<file path="config.mk">
export PLATFORM = sky130hd
export DESIGN_NAME = gripper_goal_supervisor
export DESIGN_NICKNAME = d
export VERILOG_FILES = /design/src/ggs_pkg.sv /design/src/ggs_core.sv /design/src/ggs_outq.sv /design/src/gripper_goal_supervisor.sv
export SDC_FILE = /design/constraint.sdc
export NUM_CORES = 1
export LEC_CHECK = 0
export BUFFER_PORTS_ARGS = -buffer_cell sky130_fd_sc_hd__buf_4
export CORE_MARGIN = 4
export CORE_UTILIZATION = 34
export CTS_BUF_LIST = sky130_fd_sc_hd__clkbuf_8
export DETAILED_ROUTE_END_ITERATION = 10
export GPL_ROUTABILITY_DRIVEN = 0
export PLACE_DENSITY = 0.61
export SYNTH_ARGS = -nofsm -noshare
export SYNTH_HDL_FRONTEND = slang
export SYNTH_SLANG_ARGS = --single-unit
</file>
<file path="constraint.sdc">
create_clock -name clk -period 47.9 [get_ports clk]
set_input_delay 2.395 -clock clk [delete_from_list [all_inputs] [get_ports clk]]
set_output_delay 2.395 -clock clk [all_outputs]
set_load 0.1 [all_outputs]
</file>
<file path="src/ggs_pkg.sv">
`default_nettype none

package ggs_pkg;

	typedef enum logic [1:0] {
		REQ_GOAL     = 2'd0,
		REQ_CANCEL   = 2'd1,
		REQ_SAMPLE   = 2'd2,
		REQ_WATCHDOG = 2'd3
	} req_kind_t;

	typedef enum logic [1:0] {
		KIND_CMD      = 2'd0,
		KIND_STATUS   = 2'd1,
		KIND_FEEDBACK = 2'd2
	} res_kind_t;

	typedef enum logic [1:0] {
		ST_ACCEPTED  = 2'd0,
		ST_SUCCEEDED = 2'd1,
		ST_ABORTED   = 2'd2,
		ST_CANCELED  = 2'd3
	} status_t;

	localparam logic [1:0] CFG_TOLERANCE   = 2'd0;
	localparam logic [1:0] CFG_STALL_SPEED = 2'd1;
	localparam logic [1:0] CFG_STALL_TIME  = 2'd2;

	localparam logic [22:0] TOL_RESET         = 23'd10000;
	localparam logic [30:0] STALL_SPEED_RESET = 31'd1;
	localparam logic [15:0] STALL_TIME_RESET  = 16'd100;

	localparam int GRACE_MS   = 1000;
	localparam int SILENCE_MS = 5000;

	localparam int MAX_RES = 3;

	typedef struct packed {
		req_kind_t          req_type;
		logic [31:0]        now_ms;
		logic [15:0]        goal_id;
		logic signed [23:0] goal_position;
		logic signed [23:0] goal_max_effort;
		logic [31:0]        sample_stamp_ms;
		logic signed [23:0] setpoint_pos;
		logic signed [23:0] measured_position;
		logic signed [31:0] measured_speed;
		logic signed [23:0] applied_effort;
	} req_t;

	typedef struct packed {
		res_kind_t          kind;
		logic [15:0]        goal;
		status_t            status;
		logic signed [23:0] cmd_position;
		logic signed [23:0] cmd_effort;
		logic signed [23:0] report_position;
		logic signed [23:0] report_effort;
		logic               reached;
		logic               stalled;
	} res_t;

	typedef struct packed {
		logic [1:0]         cnt;
		res_t [MAX_RES-1:0] r;
	} bundle_t;

endpackage

`default_nettype wire

</file>
<file path="src/ggs_core.sv">
`default_nettype none

module ggs_core (
	input  wire logic             clk,
	input  wire logic             arst_n,
	input  wire logic             req_valid,
	output logic                  req_stall,
	input  wire ggs_pkg::req_t    req,
	input  wire logic             cfg_valid,
	input  wire logic [1:0]       cfg_index,
	input  wire logic [30:0]      cfg_data,
	input  wire logic             bnd_ready,
	output logic                  bnd_valid,
	output ggs_pkg::bundle_t      bnd
);

	logic               s1_valid_q;
	ggs_pkg::req_t      item_s1;

	logic [22:0]        tol_q;
	logic [30:0]        spd_thr_q;
	logic [15:0]        stall_time_q;

	logic               active_q;
	logic               seen_q;
	logic [15:0]        goal_id_q;
	logic signed [23:0] tgt_pos_q;
	logic signed [23:0] tgt_eff_q;
	logic [31:0]        start_q;
	logic [31:0]        motion_q;
	logic signed [23:0] last_pos_q;
	logic [31:0]        stamp_q;

	logic signed [24:0] sp_err;
	logic signed [24:0] pos_err;
	logic [24:0]        sp_mag;
	logic [24:0]        pos_mag;
	logic [31:0]        spd_mag;
	logic [31:0]        dt_start;
	logic [31:0]        dt_motion;
	logic [31:0]        dt_stamp;
	logic               off_track;
	logic               grace_done;
	logic               on_target;
	logic               moving;
	logic               stall_hit;
	logic               silent;
	logic               id_match;
	logic               advance;
	logic               accept;
	ggs_pkg::bundle_t   bnd_d;

	function automatic ggs_pkg::res_t mk_res(
		input ggs_pkg::res_kind_t  kind,
		input logic [15:0]         goal,
		input ggs_pkg::status_t    st,
		input logic signed [23:0]  cpos,
		input logic signed [23:0]  ceff,
		input logic signed [23:0]  rpos,
		input logic signed [23:0]  reff,
		input logic                reached,
		input logic                stl
	);
		ggs_pkg::res_t r;
		r.kind            = kind;
		r.goal            = goal;
		r.status          = st;
		r.cmd_position    = cpos;
		r.cmd_effort      = ceff;
		r.report_position = rpos;
		r.report_effort   = reff;
		r.reached         = reached;
		r.stalled         = stl;
		return r;
	endfunction

	assign sp_err  = {item_s1.setpoint_pos[23], item_s1.setpoint_pos}
		- {tgt_pos_q[23], tgt_pos_q};
	assign pos_err = {item_s1.measured_position[23], item_s1.measured_position}
		- {tgt_pos_q[23], tgt_pos_q};
	assign sp_mag  = sp_err[24] ? 25'(-sp_err) : 25'(sp_err);
	assign pos_mag = pos_err[24] ? 25'(-pos_err) : 25'(pos_err);
	assign spd_mag = item_s1.measured_speed[31] ? 32'(-item_s1.measured_speed)
		: 32'(item_s1.measured_speed);

	assign dt_start  = item_s1.now_ms - start_q;
	assign dt_motion = item_s1.now_ms - motion_q;
	assign dt_stamp  = item_s1.now_ms - stamp_q;

	assign off_track  = sp_mag > {2'b00, tol_q};
	assign on_target  = pos_mag < {2'b00, tol_q};
	assign moving     = spd_mag > {1'b0, spd_thr_q};
	assign grace_done = $signed(dt_start) >= ggs_pkg::GRACE_MS;
	assign stall_hit  = ($signed(dt_motion) > $signed({16'd0, stall_time_q}))
		&& (tgt_eff_q != 24'sd0);
	assign silent     = !seen_q || ($signed(dt_stamp) > ggs_pkg::SILENCE_MS);
	assign id_match   = item_s1.goal_id == goal_id_q;

	always_comb begin
		bnd_d = '0;
		case (item_s1.req_type)
			ggs_pkg::REQ_GOAL: begin
				if (active_q) begin
					bnd_d.r[0] = mk_res(ggs_pkg::KIND_STATUS, goal_id_q, ggs_pkg::ST_CANCELED,
						'0, '0, '0, '0, 1'b0, 1'b0);
					bnd_d.r[1] = mk_res(ggs_pkg::KIND_STATUS, item_s1.goal_id,
						ggs_pkg::ST_ACCEPTED, '0, '0, '0, '0, 1'b0, 1'b0);
					bnd_d.r[2] = mk_res(ggs_pkg::KIND_CMD, item_s1.goal_id, ggs_pkg::ST_ACCEPTED,
						item_s1.goal_position, item_s1.goal_max_effort, '0, '0, 1'b0, 1'b0);
					bnd_d.cnt = 2'd3;
				end else begin
					bnd_d.r[0] = mk_res(ggs_pkg::KIND_STATUS, item_s1.goal_id,
						ggs_pkg::ST_ACCEPTED, '0, '0, '0, '0, 1'b0, 1'b0);
					bnd_d.r[1] = mk_res(ggs_pkg::KIND_CMD, item_s1.goal_id, ggs_pkg::ST_ACCEPTED,
						item_s1.goal_position, item_s1.goal_max_effort, '0, '0, 1'b0, 1'b0);
					bnd_d.cnt = 2'd2;
				end
			end
			ggs_pkg::REQ_CANCEL: begin
				if (id_match) begin
					if (seen_q) begin
						bnd_d.r[0] = mk_res(ggs_pkg::KIND_CMD, item_s1.goal_id,
							ggs_pkg::ST_ACCEPTED, last_pos_q, '0, '0, '0, 1'b0, 1'b0);
						bnd_d.r[1] = mk_res(ggs_pkg::KIND_STATUS, item_s1.goal_id,
							ggs_pkg::ST_CANCELED, '0, '0, '0, '0, 1'b0, 1'b0);
						bnd_d.cnt = active_q ? 2'd2 : 2'd1;
					end else if (active_q) begin
						bnd_d.r[0] = mk_res(ggs_pkg::KIND_STATUS, item_s1.goal_id,
							ggs_pkg::ST_CANCELED, '0, '0, '0, '0, 1'b0, 1'b0);
						bnd_d.cnt = 2'd1;
					end
				end
			end
			ggs_pkg::REQ_SAMPLE: begin
				if (active_q) begin
					if (off_track) begin
						if (grace_done) begin
							bnd_d.r[0] = mk_res(ggs_pkg::KIND_STATUS, goal_id_q,
								ggs_pkg::ST_CANCELED, '0, '0, '0, '0, 1'b0, 1'b0);
							bnd_d.cnt = 2'd1;
						end
					end else if (on_target) begin
						bnd_d.r[0] = mk_res(ggs_pkg::KIND_STATUS, goal_id_q, ggs_pkg::ST_SUCCEEDED,
							'0, '0, item_s1.measured_position, item_s1.applied_effort, 1'b1, 1'b0);
						bnd_d.cnt = 2'd1;
					end else if (!moving && stall_hit) begin
						bnd_d.r[0] = mk_res(ggs_pkg::KIND_STATUS, goal_id_q, ggs_pkg::ST_ABORTED,
							'0, '0, item_s1.measured_position, item_s1.applied_effort, 1'b0, 1'b1);
						bnd_d.cnt = 2'd1;
					end else begin
						bnd_d.r[0] = mk_res(ggs_pkg::KIND_FEEDBACK, goal_id_q, ggs_pkg::ST_ACCEPTED,
							'0, '0, item_s1.measured_position, item_s1.applied_effort, 1'b0, 1'b0);
						bnd_d.cnt = 2'd1;
					end
				end
			end
			ggs_pkg::REQ_WATCHDOG: begin
				if (active_q && silent) begin
					bnd_d.r[0] = mk_res(ggs_pkg::KIND_STATUS, goal_id_q, ggs_pkg::ST_ABORTED,
						'0, '0, '0, '0, 1'b0, 1'b0);
					bnd_d.cnt = 2'd1;
				end
			end
			default: begin
				bnd_d = '0;
			end
		endcase
	end

	assign advance   = s1_valid_q && (bnd_ready || bnd_d.cnt == 2'd0);
	assign req_stall = s1_valid_q && !advance;
	assign accept    = req_valid && !req_stall;
	assign bnd_valid = advance && bnd_d.cnt != 2'd0;
	assign bnd       = bnd_d;

	always_ff @(posedge clk) begin
		if (accept) begin
			item_s1 <= req;
		end
	end

	always_ff @(posedge clk or negedge arst_n) begin
		if (!arst_n) begin
			s1_valid_q   <= 1'b0;
			tol_q        <= ggs_pkg::TOL_RESET;
			spd_thr_q    <= ggs_pkg::STALL_SPEED_RESET;
			stall_time_q <= ggs_pkg::STALL_TIME_RESET;
			active_q     <= 1'b0;
			seen_q       <= 1'b0;
			goal_id_q    <= '0;
			tgt_pos_q    <= '0;
			tgt_eff_q    <= '0;
			start_q      <= '0;
			motion_q     <= '0;
			last_pos_q   <= '0;
			stamp_q      <= '0;
		end else begin
			if (accept) begin
				s1_valid_q <= 1'b1;
			end else if (advance) begin
				s1_valid_q <= 1'b0;
			end

			if (cfg_valid) begin
				case (cfg_index)
					ggs_pkg::CFG_TOLERANCE:   tol_q        <= cfg_data[22:0];
					ggs_pkg::CFG_STALL_SPEED: spd_thr_q    <= cfg_data;
					ggs_pkg::CFG_STALL_TIME:  stall_time_q <= cfg_data[15:0];
					default: ;
				endcase
			end

			if (advance) begin
				case (item_s1.req_type)
					ggs_pkg::REQ_GOAL: begin
						goal_id_q <= item_s1.goal_id;
						tgt_pos_q <= item_s1.goal_position;
						tgt_eff_q <= item_s1.goal_max_effort;
						active_q  <= 1'b1;
						start_q   <= item_s1.now_ms;
						motion_q  <= item_s1.now_ms;
					end
					ggs_pkg::REQ_CANCEL: begin
						if (id_match) begin
							active_q <= 1'b0;
						end
					end
					ggs_pkg::REQ_SAMPLE: begin
						last_pos_q <= item_s1.measured_position;
						stamp_q    <= item_s1.sample_stamp_ms;
						seen_q     <= 1'b1;
						if (active_q) begin
							if (off_track) begin
								if (grace_done) begin
									active_q <= 1'b0;
								end
							end else if (on_target) begin
								active_q <= 1'b0;
							end else if (moving) begin
								motion_q <= item_s1.now_ms;
							end else if (stall_hit) begin
								active_q <= 1'b0;
							end
						end
					end
					ggs_pkg::REQ_WATCHDOG: begin
						if (silent) begin
							active_q <= 1'b0;
						end
					end
					default: ;
				endcase
			end
		end
	end

endmodule

`default_nettype wire

</file>
<file path="src/ggs_outq.sv">
`default_nettype none

module ggs_outq (
	input  wire logic              clk,
	input  wire logic              arst_n,
	input  wire logic              bnd_valid,
	input  wire ggs_pkg::bundle_t  bnd,
	output logic                   bnd_ready,
	output logic                   res_valid,
	input  wire logic              res_stall,
	output ggs_pkg::res_t          res,
	output logic                   res_last
);

	ggs_pkg::res_t [ggs_pkg::MAX_RES-1:0] ent_q;
	logic [1:0]                           rem_q;
	logic                                 pop;

	assign res_valid = rem_q != 2'd0;
	assign pop       = res_valid && !res_stall;
	assign bnd_ready = (rem_q == 2'd0) || (pop && rem_q == 2'd1);
	assign res       = ent_q[0];
	assign res_last  = rem_q == 2'd1;

	always_ff @(posedge clk) begin
		if (bnd_valid && bnd_ready) begin
			ent_q <= bnd.r;
		end else if (pop) begin
			ent_q[0] <= ent_q[1];
			ent_q[1] <= ent_q[2];
		end
	end

	always_ff @(posedge clk or negedge arst_n) begin
		if (!arst_n) begin
			rem_q <= 2'd0;
		end else if (bnd_valid && bnd_ready) begin
			rem_q <= bnd.cnt;
		end else if (pop) begin
			rem_q <= rem_q - 2'd1;
		end
	end

endmodule

`default_nettype wire

</file>
<file path="src/gripper_goal_supervisor.sv">
// An accepted event is registered, then evaluated; its result words are loaded into the
// output queue register, from which the first word is offered on the output.
// Throughput: one event per cycle unless the output stalls; an event with n result words
// (up to three) holds the output register until all are taken; further events wait.
// Reset: asynchronous, active low; clears goal state and the output queue, loads the
// configuration registers with their defaults.
`default_nettype none

module gripper_goal_supervisor (
	input  wire logic               clk,
	input  wire logic               arst_n,

	input  wire logic               req_valid,
	output logic                    req_stall,
	input  wire logic [1:0]         req_type,
	input  wire logic [31:0]        now_ms,
	input  wire logic [15:0]        goal_id,
	input  wire logic signed [23:0] goal_position,
	input  wire logic signed [23:0] goal_max_effort,
	input  wire logic [31:0]        sample_stamp_ms,
	input  wire logic signed [23:0] setpoint_pos,
	input  wire logic signed [23:0] measured_position,
	input  wire logic signed [31:0] measured_speed,
	input  wire logic signed [23:0] applied_effort,

	input  wire logic               cfg_valid,
	output logic                    cfg_ready,
	input  wire logic [1:0]         cfg_index,
	input  wire logic [30:0]        cfg_data,

	output logic                    res_valid,
	input  wire logic               res_stall,
	output logic [1:0]              result_kind,
	output logic [15:0]             result_goal,
	output logic [1:0]              goal_status,
	output logic signed [23:0]      cmd_position,
	output logic signed [23:0]      cmd_effort,
	output logic signed [23:0]      report_position,
	output logic signed [23:0]      report_effort,
	output logic                    at_goal,
	output logic                    stalled,
	output logic                    last_result
);

	ggs_pkg::req_t    req;
	ggs_pkg::bundle_t bnd;
	logic             bnd_valid;
	logic             bnd_ready;
	ggs_pkg::res_t    res;

	assign req.req_type          = ggs_pkg::req_kind_t'(req_type);
	assign req.now_ms            = now_ms;
	assign req.goal_id           = goal_id;
	assign req.goal_position     = goal_position;
	assign req.goal_max_effort   = goal_max_effort;
	assign req.sample_stamp_ms   = sample_stamp_ms;
	assign req.setpoint_pos      = setpoint_pos;
	assign req.measured_position = measured_position;
	assign req.measured_speed    = measured_speed;
	assign req.applied_effort    = applied_effort;

	assign cfg_ready = 1'b1;

	ggs_core u_core (
		.clk       (clk),
		.arst_n    (arst_n),
		.req_valid (req_valid),
		.req_stall (req_stall),
		.req       (req),
		.cfg_valid (cfg_valid),
		.cfg_index (cfg_index),
		.cfg_data  (cfg_data),
		.bnd_ready (bnd_ready),
		.bnd_valid (bnd_valid),
		.bnd       (bnd)
	);

	ggs_outq u_outq (
		.clk       (clk),
		.arst_n    (arst_n),
		.bnd_valid (bnd_valid),
		.bnd       (bnd),
		.bnd_ready (bnd_ready),
		.res_valid (res_valid),
		.res_stall (res_stall),
		.res       (res),
		.res_last  (last_result)
	);

	assign result_kind     = res.kind;
	assign result_goal     = res.goal;
	assign goal_status     = res.status;
	assign cmd_position    = res.cmd_position;
	assign cmd_effort      = res.cmd_effort;
	assign report_position = res.report_position;
	assign report_effort   = res.report_effort;
	assign at_goal         = res.reached;
	assign stalled         = res.stalled;

endmodule

`default_nettype wire

</file>
After elaboration in Yosys (flattened, before gate mapping)
Index checks and enable logic that the tools add are counted.
{"block": "op_classes", "add_sub_neg": 9, "mul": 0, "n_div": 0, "order_cmp": 6, "eq_ne": 13, "shifts": 0, "n_mux": 46, "bitwise_logic": 0, "n_reduce_logical": 36}
{"cell": "236-bit 2-to-1 mux", "count": 3}
{"cell": "118-bit 2-to-1 mux", "count": 5}
{"cell": "118-bit case mux with 4 select lines", "count": 1}
{"cell": "117-bit 2-to-1 mux", "count": 4}
{"cell": "118-bit case mux with 2 select lines", "count": 1}
{"cell": "235-bit 2-to-1 mux", "count": 1}
{"cell": "32-bit 2-to-1 mux", "count": 5}
{"cell": "32-bit subtractor", "count": 3}
{"cell": "32-bit case mux with 2 select lines", "count": 1}
{"cell": "25-bit 2-to-1 mux", "count": 2}
{"cell": "25-bit negator", "count": 2}
{"cell": "24-bit by 24-bit subtractor with 25-bit output", "count": 2}
{"cell": "32-bit by 11-bit greater-or-equal comparator with 1-bit output (second input constant)", "count": 1}
{"cell": "32-bit by 14-bit > comparator with 1-bit output (second input constant)", "count": 1}
{"cell": "32-bit by 17-bit > comparator with 1-bit output", "count": 1}
{"cell": "32-bit by 31-bit > comparator with 1-bit output", "count": 1}
{"cell": "32-bit negator", "count": 1}
{"cell": "25-bit by 23-bit > comparator with 1-bit output", "count": 1}
{"cell": "25-bit by 23-bit less-than comparator with 1-bit output", "count": 1}
{"cell": "24-bit nonzero test", "count": 1}
{"cell": "16-bit equality test", "count": 1}
{"cell": "1-bit 2-to-1 mux", "count": 15}
{"cell": "2-bit 2-to-1 mux", "count": 6}
{"cell": "2-bit AND reduction", "count": 6}
{"cell": "14 further kinds", "count": 44}
{"block": "word_totals", "reg_bits": 847, "latch_bits": 0, "ramBits": 0, "romBits": 0, "in_bits": 272, "out_inout_bits": 122, "wordCells": 161, "n_memories": 0}

Longest topological paths before layout
{"block": "logic_depth", "ltp_word": 15, "depth_mapped": 31, "ltp_nobuf": 28}

Modules after synthesis
From an unflattened synthesis, not the netlist that was laid out.
{"block": "unflattened", "hier_cells": 3952, "area_unflattened_um2": 46791.1}
{"mod": "ggs_core", "n_inst": 1, "cells_per_inst": 3198, "area_each_um2": 32184.6, "seq_area_each_um2": 13469.2}
{"mod": "ggs_outq", "n_inst": 1, "cells_per_inst": 752, "area_each_um2": 14595.2, "seq_area_each_um2": 10680.2}
{"mod": "gripper_goal_supervisor", "n_inst": 1, "cells_per_inst": 2, "area_each_um2": 11.3, "seq_area_each_um2": 0.0}

Worst setup path before layout
Ideal clock, no wire load.
{"block": "synth_path", "path_kind": "register to register", "startpoint": "register u_core.tgt_pos_q[0]", "endpoint": "register u_core.item_s1[0] (netlist bit), enable pin", "setup_ns": 0.855, "arrival_time_ns": 15.887, "t_required_ns": 47.045, "path_slack_ns": 31.158, "path_stages_with_launch": 27, "n_path_buf": 0, "period_less_slack_ns": 16.742, "path_cell_list": "dfrtp_1 -> ha_1 -> fa_1 -> nand2b_1 -> a211oi_2 -> a31oi_1 -> xnor2_1 -> nor4_1 -> nand2_1 -> or3_1 -> or2_2 -> nor2_1 -> nor2_1 -> xor2_1 -> ha_1 -> a21o_1 -> a21oi_1 -> nor2b_1 -> o21ai_0 -> nand2b_1 -> a221oi_1 -> a31o_2 -> o2111ai_2 -> a21oi_2 -> or3_4 -> and3_1 -> nor2b_1"}
{"block": "synth_between", "elab_chain_len": 14}
{"item": "from (decl)", "line_no": "ggs_core.sv:27", "rtl": "logic signed [23:0] tgt_pos_q;"}
{"item": "from (signal assigned)", "line_no": "ggs_core.sv:217", "rtl": "tgt_pos_q <= item_s1.goal_position;"}
{"item": "24-bit by 24-bit subtractor with 25-bit output *", "line_no": "ggs_core.sv:78", "rtl": "- {tgt_pos_q[23], tgt_pos_q};"}
{"item": "25-bit negator", "line_no": "ggs_core.sv:81", "rtl": "assign sp_mag = sp_err[24] ? 25'(-sp_err) : 25'(sp_err);"}
{"item": "25-bit 2-to-1 mux *", "line_no": "ggs_core.sv:81"}
{"item": "25-bit by 23-bit > comparator with 1-bit output *", "line_no": "ggs_core.sv:90", "rtl": "assign off_track = sp_mag > {2'b00, tol_q};"}
{"item": "1-bit 2-to-1 mux *", "line_no": "ggs_core.sv:136", "rtl": "if (off_track) begin"}
{"item": "2-bit 2-to-1 mux *", "line_no": "ggs_core.sv:135", "rtl": "if (active_q) begin"}
{"item": "2-bit case mux with 4 select lines *", "line_no": "ggs_core.sv:101", "rtl": "case (item_s1.req_type)"}
{"item": "2-bit logical NOT *", "line_no": "ggs_core.sv:170", "rtl": "assign advance = s1_valid_q && (bnd_ready || bnd_d.cnt == 2'd0);"}
{"item": "1-bit logical OR *", "line_no": "ggs_core.sv:170"}
{"item": "1-bit logical AND *", "line_no": "ggs_core.sv:170"}
{"item": "1-bit logical NOT *", "line_no": "ggs_core.sv:171", "rtl": "assign req_stall = s1_valid_q && !advance;"}
{"item": "1-bit logical AND *", "line_no": "ggs_core.sv:171"}
{"item": "net req_stall", "line_no": "gripper_goal_supervisor.sv:14", "rtl": "output logic req_stall,"}
{"item": "1-bit logical NOT *", "line_no": "ggs_core.sv:172", "rtl": "assign accept = req_valid && !req_stall;"}
{"item": "1-bit logical AND *", "line_no": "ggs_core.sv:172"}
{"item": "net u_core.accept", "line_no": "ggs_core.sv:50", "rtl": "logic accept;"}
{"item": "to (signal assigned)", "line_no": "ggs_core.sv:178", "rtl": "item_s1 <= req;"}
{"item": "to (decl)", "line_no": "ggs_core.sv:18", "rtl": "ggs_pkg::req_t item_s1;"}
Mark *: on every way through the listed nets, which the timed path passes. The rest lies on a longest branch.
A chain may end at the register's enable or synchronous reset.

Worst setup path after layout
{"block": "layout_path", "startpoint": "register u_core.tgt_pos_q[0]", "endpoint": "output port req_stall"}
{"block": "layout_between", "elab_chain_len": 12}
{"item": "24-bit by 24-bit subtractor with 25-bit output *", "line_no": "ggs_core.sv:78"}
{"item": "25-bit negator", "line_no": "ggs_core.sv:81"}
{"item": "25-bit 2-to-1 mux *", "line_no": "ggs_core.sv:81"}
{"item": "25-bit by 23-bit > comparator with 1-bit output *", "line_no": "ggs_core.sv:90"}
{"item": "1-bit 2-to-1 mux *", "line_no": "ggs_core.sv:136"}
{"item": "2-bit 2-to-1 mux *", "line_no": "ggs_core.sv:135"}
{"item": "2-bit case mux with 4 select lines *", "line_no": "ggs_core.sv:101"}
{"item": "2-bit logical NOT *", "line_no": "ggs_core.sv:170"}
{"item": "1-bit logical OR *", "line_no": "ggs_core.sv:170"}
{"item": "1-bit logical AND *", "line_no": "ggs_core.sv:170"}
{"item": "1-bit logical NOT *", "line_no": "ggs_core.sv:171"}
{"item": "1-bit logical AND *", "line_no": "ggs_core.sv:171"}
{"item": "to (decl)", "line_no": "gripper_goal_supervisor.sv:14"}
Mark *: on every way between the ends. The rest lies on a longest branch, timed or not.

==> results.tsv <==
stage	metric	value	unit
outcome	status	finished, final reports clean	
finish	leading cell types in the layout, fill and taps excluded	edfxtp_1 (482), buf_4 (415), nand2_1 (383)	
finish	Layout area overhead	15.86	%
synth	Synth Net Count	4357	
floorplanning	Die H	353.8	um
detailed_routing	final antenna-violating net count	0	
critical_path	CP Data Required Time	45.50	ns
power	Cell Pwr Density	67.72	nW/um^2
clock_tree	hold_buf cts	0	
placed_design	placed insts	5602	
finish	Layout Nets	4655	
finish	multi-input gate area in the final layout	17100	um^2
power	sw frac	0.4447	
clock_tree	CTS Buffer Depth	3	
timing	RSZ-0062 raised after global routing	no	
grt	vias in the first global route	28866	
detailed_routing	DRC Markers	0	
synth	Synth async-reset ratio	0.3495	
finish	share of cells above drive strength 1	0.1790	
finish	register area	20970	um^2
synth	Area contributors post-synth	edfxtp_1 (36%), dfrtp_1 (15%), ha_1 (7.4%)	
power	sequential share of power	0.299	
detailed_routing	First-pass DRT Iterations	5	
clock_tree	Post-CTS Setup Inserts	0	
finish	Non-Filler Instances	5857	
timing	Final period util	0.2138	
detailed_routing	detailed-route wire length per cell	19.37	um
detailed_routing	Starting DRT DRC Count	2210	
floorplanning	IO Pins	394	
clock_tree	clk slew on worst S/H paths	0.06	ns
clock_tree	Sink Count	741	
grt	Overall Global Routing Usage	0.1770	
worst_hold_path	HP Class	flip-flop to flip-flop	
grt	first-pass GRT wire length	171.6	mm
worst_hold_path	WHS Path Cells	2	
critical_path	CP Capture Type	output port	
floorplanning	Core ar.	118400	um^2
grt	antenna violations before repair	10	
timing	Slew Viols, Final	0	
synth	Cell Area, Synth	40650	um^2
synth	top cell type's share of synthesized area	0.3561	
timing	Min Clock Period, post-route	10.24	ns
critical_path	crit path kind	flip-flop to output port	
power	Worst VDD drop	0.03125	mV
detailed_routing	routed vias/inst	5.020	
timing	setup violators final	0	
timing	final hold vios	0	
power	Net Switching	1418	uW
synth	syn_area_per_cell	10.58	um^2
synth	Synth Instances	3840	
critical_path	CP arrival	7.84	ns
placed_design	hpwl dp	83.24	mm
timing	relative slew slack	0.3289	
detailed_routing	Routed WL	113.4	mm
floorplanning	number of cell rows	126	
synth	number of synthesized flops with an enable pin	482	
placed_design	Port Buffers	392	
power	Tot Pwr	3189	uW
synth	post-synthesis cell type count	86	
clock_tree	TritonCTS clock tree	yes	
floorplanning	Die Footprint	125100	um^2
finish	fin util	0.3978	
clock_tree	worst skew pair latency	0.81	ns
floorplanning	Die Width	353.8	um
synth	Yosys warnings	0	
timing	setup skew after layout	0.04639	ns
power	Clk pwr share	0.184	
synth	register area share after synthesis	0.5158	
placed_design	dpl ws	38.51	ns
power	Internal	1771	uW
detailed_routing	Vias	29404	
floorplanning	starting density of the core	0.3433	
critical_path	R2R depth	28	
timing	Max Fclk	97.67	MHz
finish	fill count	11503	
power	P_leak	0.01969	uW
timing	slack of the critical path	37.66	ns
synth	largest area contributor in the netlist	edfxtp_1	
synth	Synth Flop Type	edfxtp_1	
clock_tree	# H-tree levels	4	
grt	GRT Residual Overflow	0	
clock_tree	CTS Buf Count	134	
critical_path	CP Launch Type	flip-flop	
critical_path	crit-path max FO	8	
flow_run	max_cap viols	0	
clock_tree	count of cells resized by post-cts repair	0	
synth	#FFs+latches synth	741	
clock_tree	CTS root buffer	clkbuf_8	
timing	Setup TNS	0	ns
grt	largest net degree at the start of global routing	227	
power	Gate power share	0.517	
timing	Slew @ Worst Pin	1.007	ns
finish	commonest non-fill, non-tap cell in the layout	edfxtp_1	
==> critical path: stages (launching register included) <==
cell	delay [ns]
dfrtp_1	0.41
ha_1	0.25
fa_1	0.43
nand2b_1	0.20
a211oi_2	0.43
a31oi_1	0.17
xnor2_1	0.21
nor4_1	0.57
nand2_1	0.16
or3_1	0.39
or2_2	0.29
nor2_1	0.14
nor2_1	0.07
xor2_1	0.17
ha_1	0.31
a21o_1	0.17
a21oi_1	0.16
nor2b_1	0.06
o21ai_0	0.14
nand2b_1	0.07
a221oi_1	0.27
a31o_2	0.17
o2111ai_2	0.36
a21oi_2	0.51
or3_4	0.23
and3_1	0.35
buf_4	0.36
==> logic make-up (layout without fill, tap and decap cells) <==
kind of cell | Yosys count | after routing | synth area share
AND/OR/NAND/NOR | 1110 | 1110 | 0.1351
AO/OA/AOI/OAI | 879 | 879 | 0.1379
flip-flops | 741 | 741 | 0.5158
buffers and inverters | 572 | 983 | 0.06477
adder cells (fa/ha/maj) | 245 | 245 | 0.07634
XOR/XNOR | 173 | 173 | 0.03728
multiplexers | 119 | 119 | 0.03266
other | 1 | 7 | 0.00009226
==> state kept, by name, summed over array words and instances, names as in the netlist <==
register and cells:
u_core.last_pos_q 24, u_core.tgt_pos_q 24, u_core.motion_q 32, u_core.tgt_eff_q 24, u_core.start_q 32, u_core.stall_time_q 16, u_outq.res 118, u_core.item_s1 234
u_core.active_q 1, u_core.seen_q 1, u_outq.rem_q 2, u_core.spd_thr_q 31, u_core.tol_q 23, u_core.stamp_q 32, u_outq.ent_q 130, u_core.s1_valid_q 1
u_core.goal_id_q 16
==> cells in the mapped netlist, types with 43 or more instances <==
library cell	instances
edfxtp_1	482
nand2_1	384
o21ai_0	319
inv_1	317
dfrtp_1	250
ha_1	240
a21oi_1	165
nor2_1	156
nand3_1	134
and2_1	124
buf_4	117
clkbuf_1	109
mux2_2	109
xnor2_1	105
xor2_1	68
a21o_1	67
nor2b_1	53
o21a_1	43
==> power by group through the flow <==
stage	sequential, uW	combinational [uW]	clock (uW)
floorplan	946	1290	0
finish	953	1650	588
global route	970	1820	642
CTS	954	1650	613
detailed placement	965	1640	0
global placement	960	1610	0
==> cell type report <==
class	instances	area share
sequential	741	0.4452
clock inverter	92	0.01087
inverter	317	0.02527
multi-input combinational	2527	0.3630
antenna	6	0.0003188
clock buffer	157	0.04588
timing repair buffer	417	0.06690
tap	1600	0.04251
==> per-layer routing <==
metal	global-route usage	routed length, um
met4	0.04824	2349
met5	0	48
met3	0.03951	6867
met1	0.2311	49660
met2	0.2964	54500
==> path summary, 6_finish.rpt <==
path / startpoint / endpoint / slack [ns]
worst max register to register: u_core.tgt_pos_q[0]$_DFFE_PN0P_ / u_core.item_s1[86]$_DFFE_PP_ / 38.67
worst min-delay path: u_core.item_s1[112]$_DFFE_PP_ / u_core.stamp_q[8]$_DFFE_PN0P_ / 0.44
min in group asynchronous: arst_n / u_core.tgt_eff_q[11]$_DFFE_PN0P_ / 1.55
worst min register to register: u_core.item_s1[112]$_DFFE_PP_ / u_core.stamp_q[8]$_DFFE_PN0P_ / 0.44
worst max-delay path: u_core.tgt_pos_q[0]$_DFFE_PN0P_ / req_stall / 37.66
max in group asynchronous: arst_n / u_core.spd_thr_q[12]$_DFFE_PN0P_ / 44.03
==> per-stage QoR <==
step / instance area [um^2] / hold slack, ns
CTS: 47080 / 0.4398
detailed placement: 44410 / 0.4365
floorplan: 40650 / 0.4260
finish: 47090 / 0.4374
global route: 47090 / 0.4659
global placement: 44410 / 0.4342
Note: power is estimated with default switching activity, not from simulation.
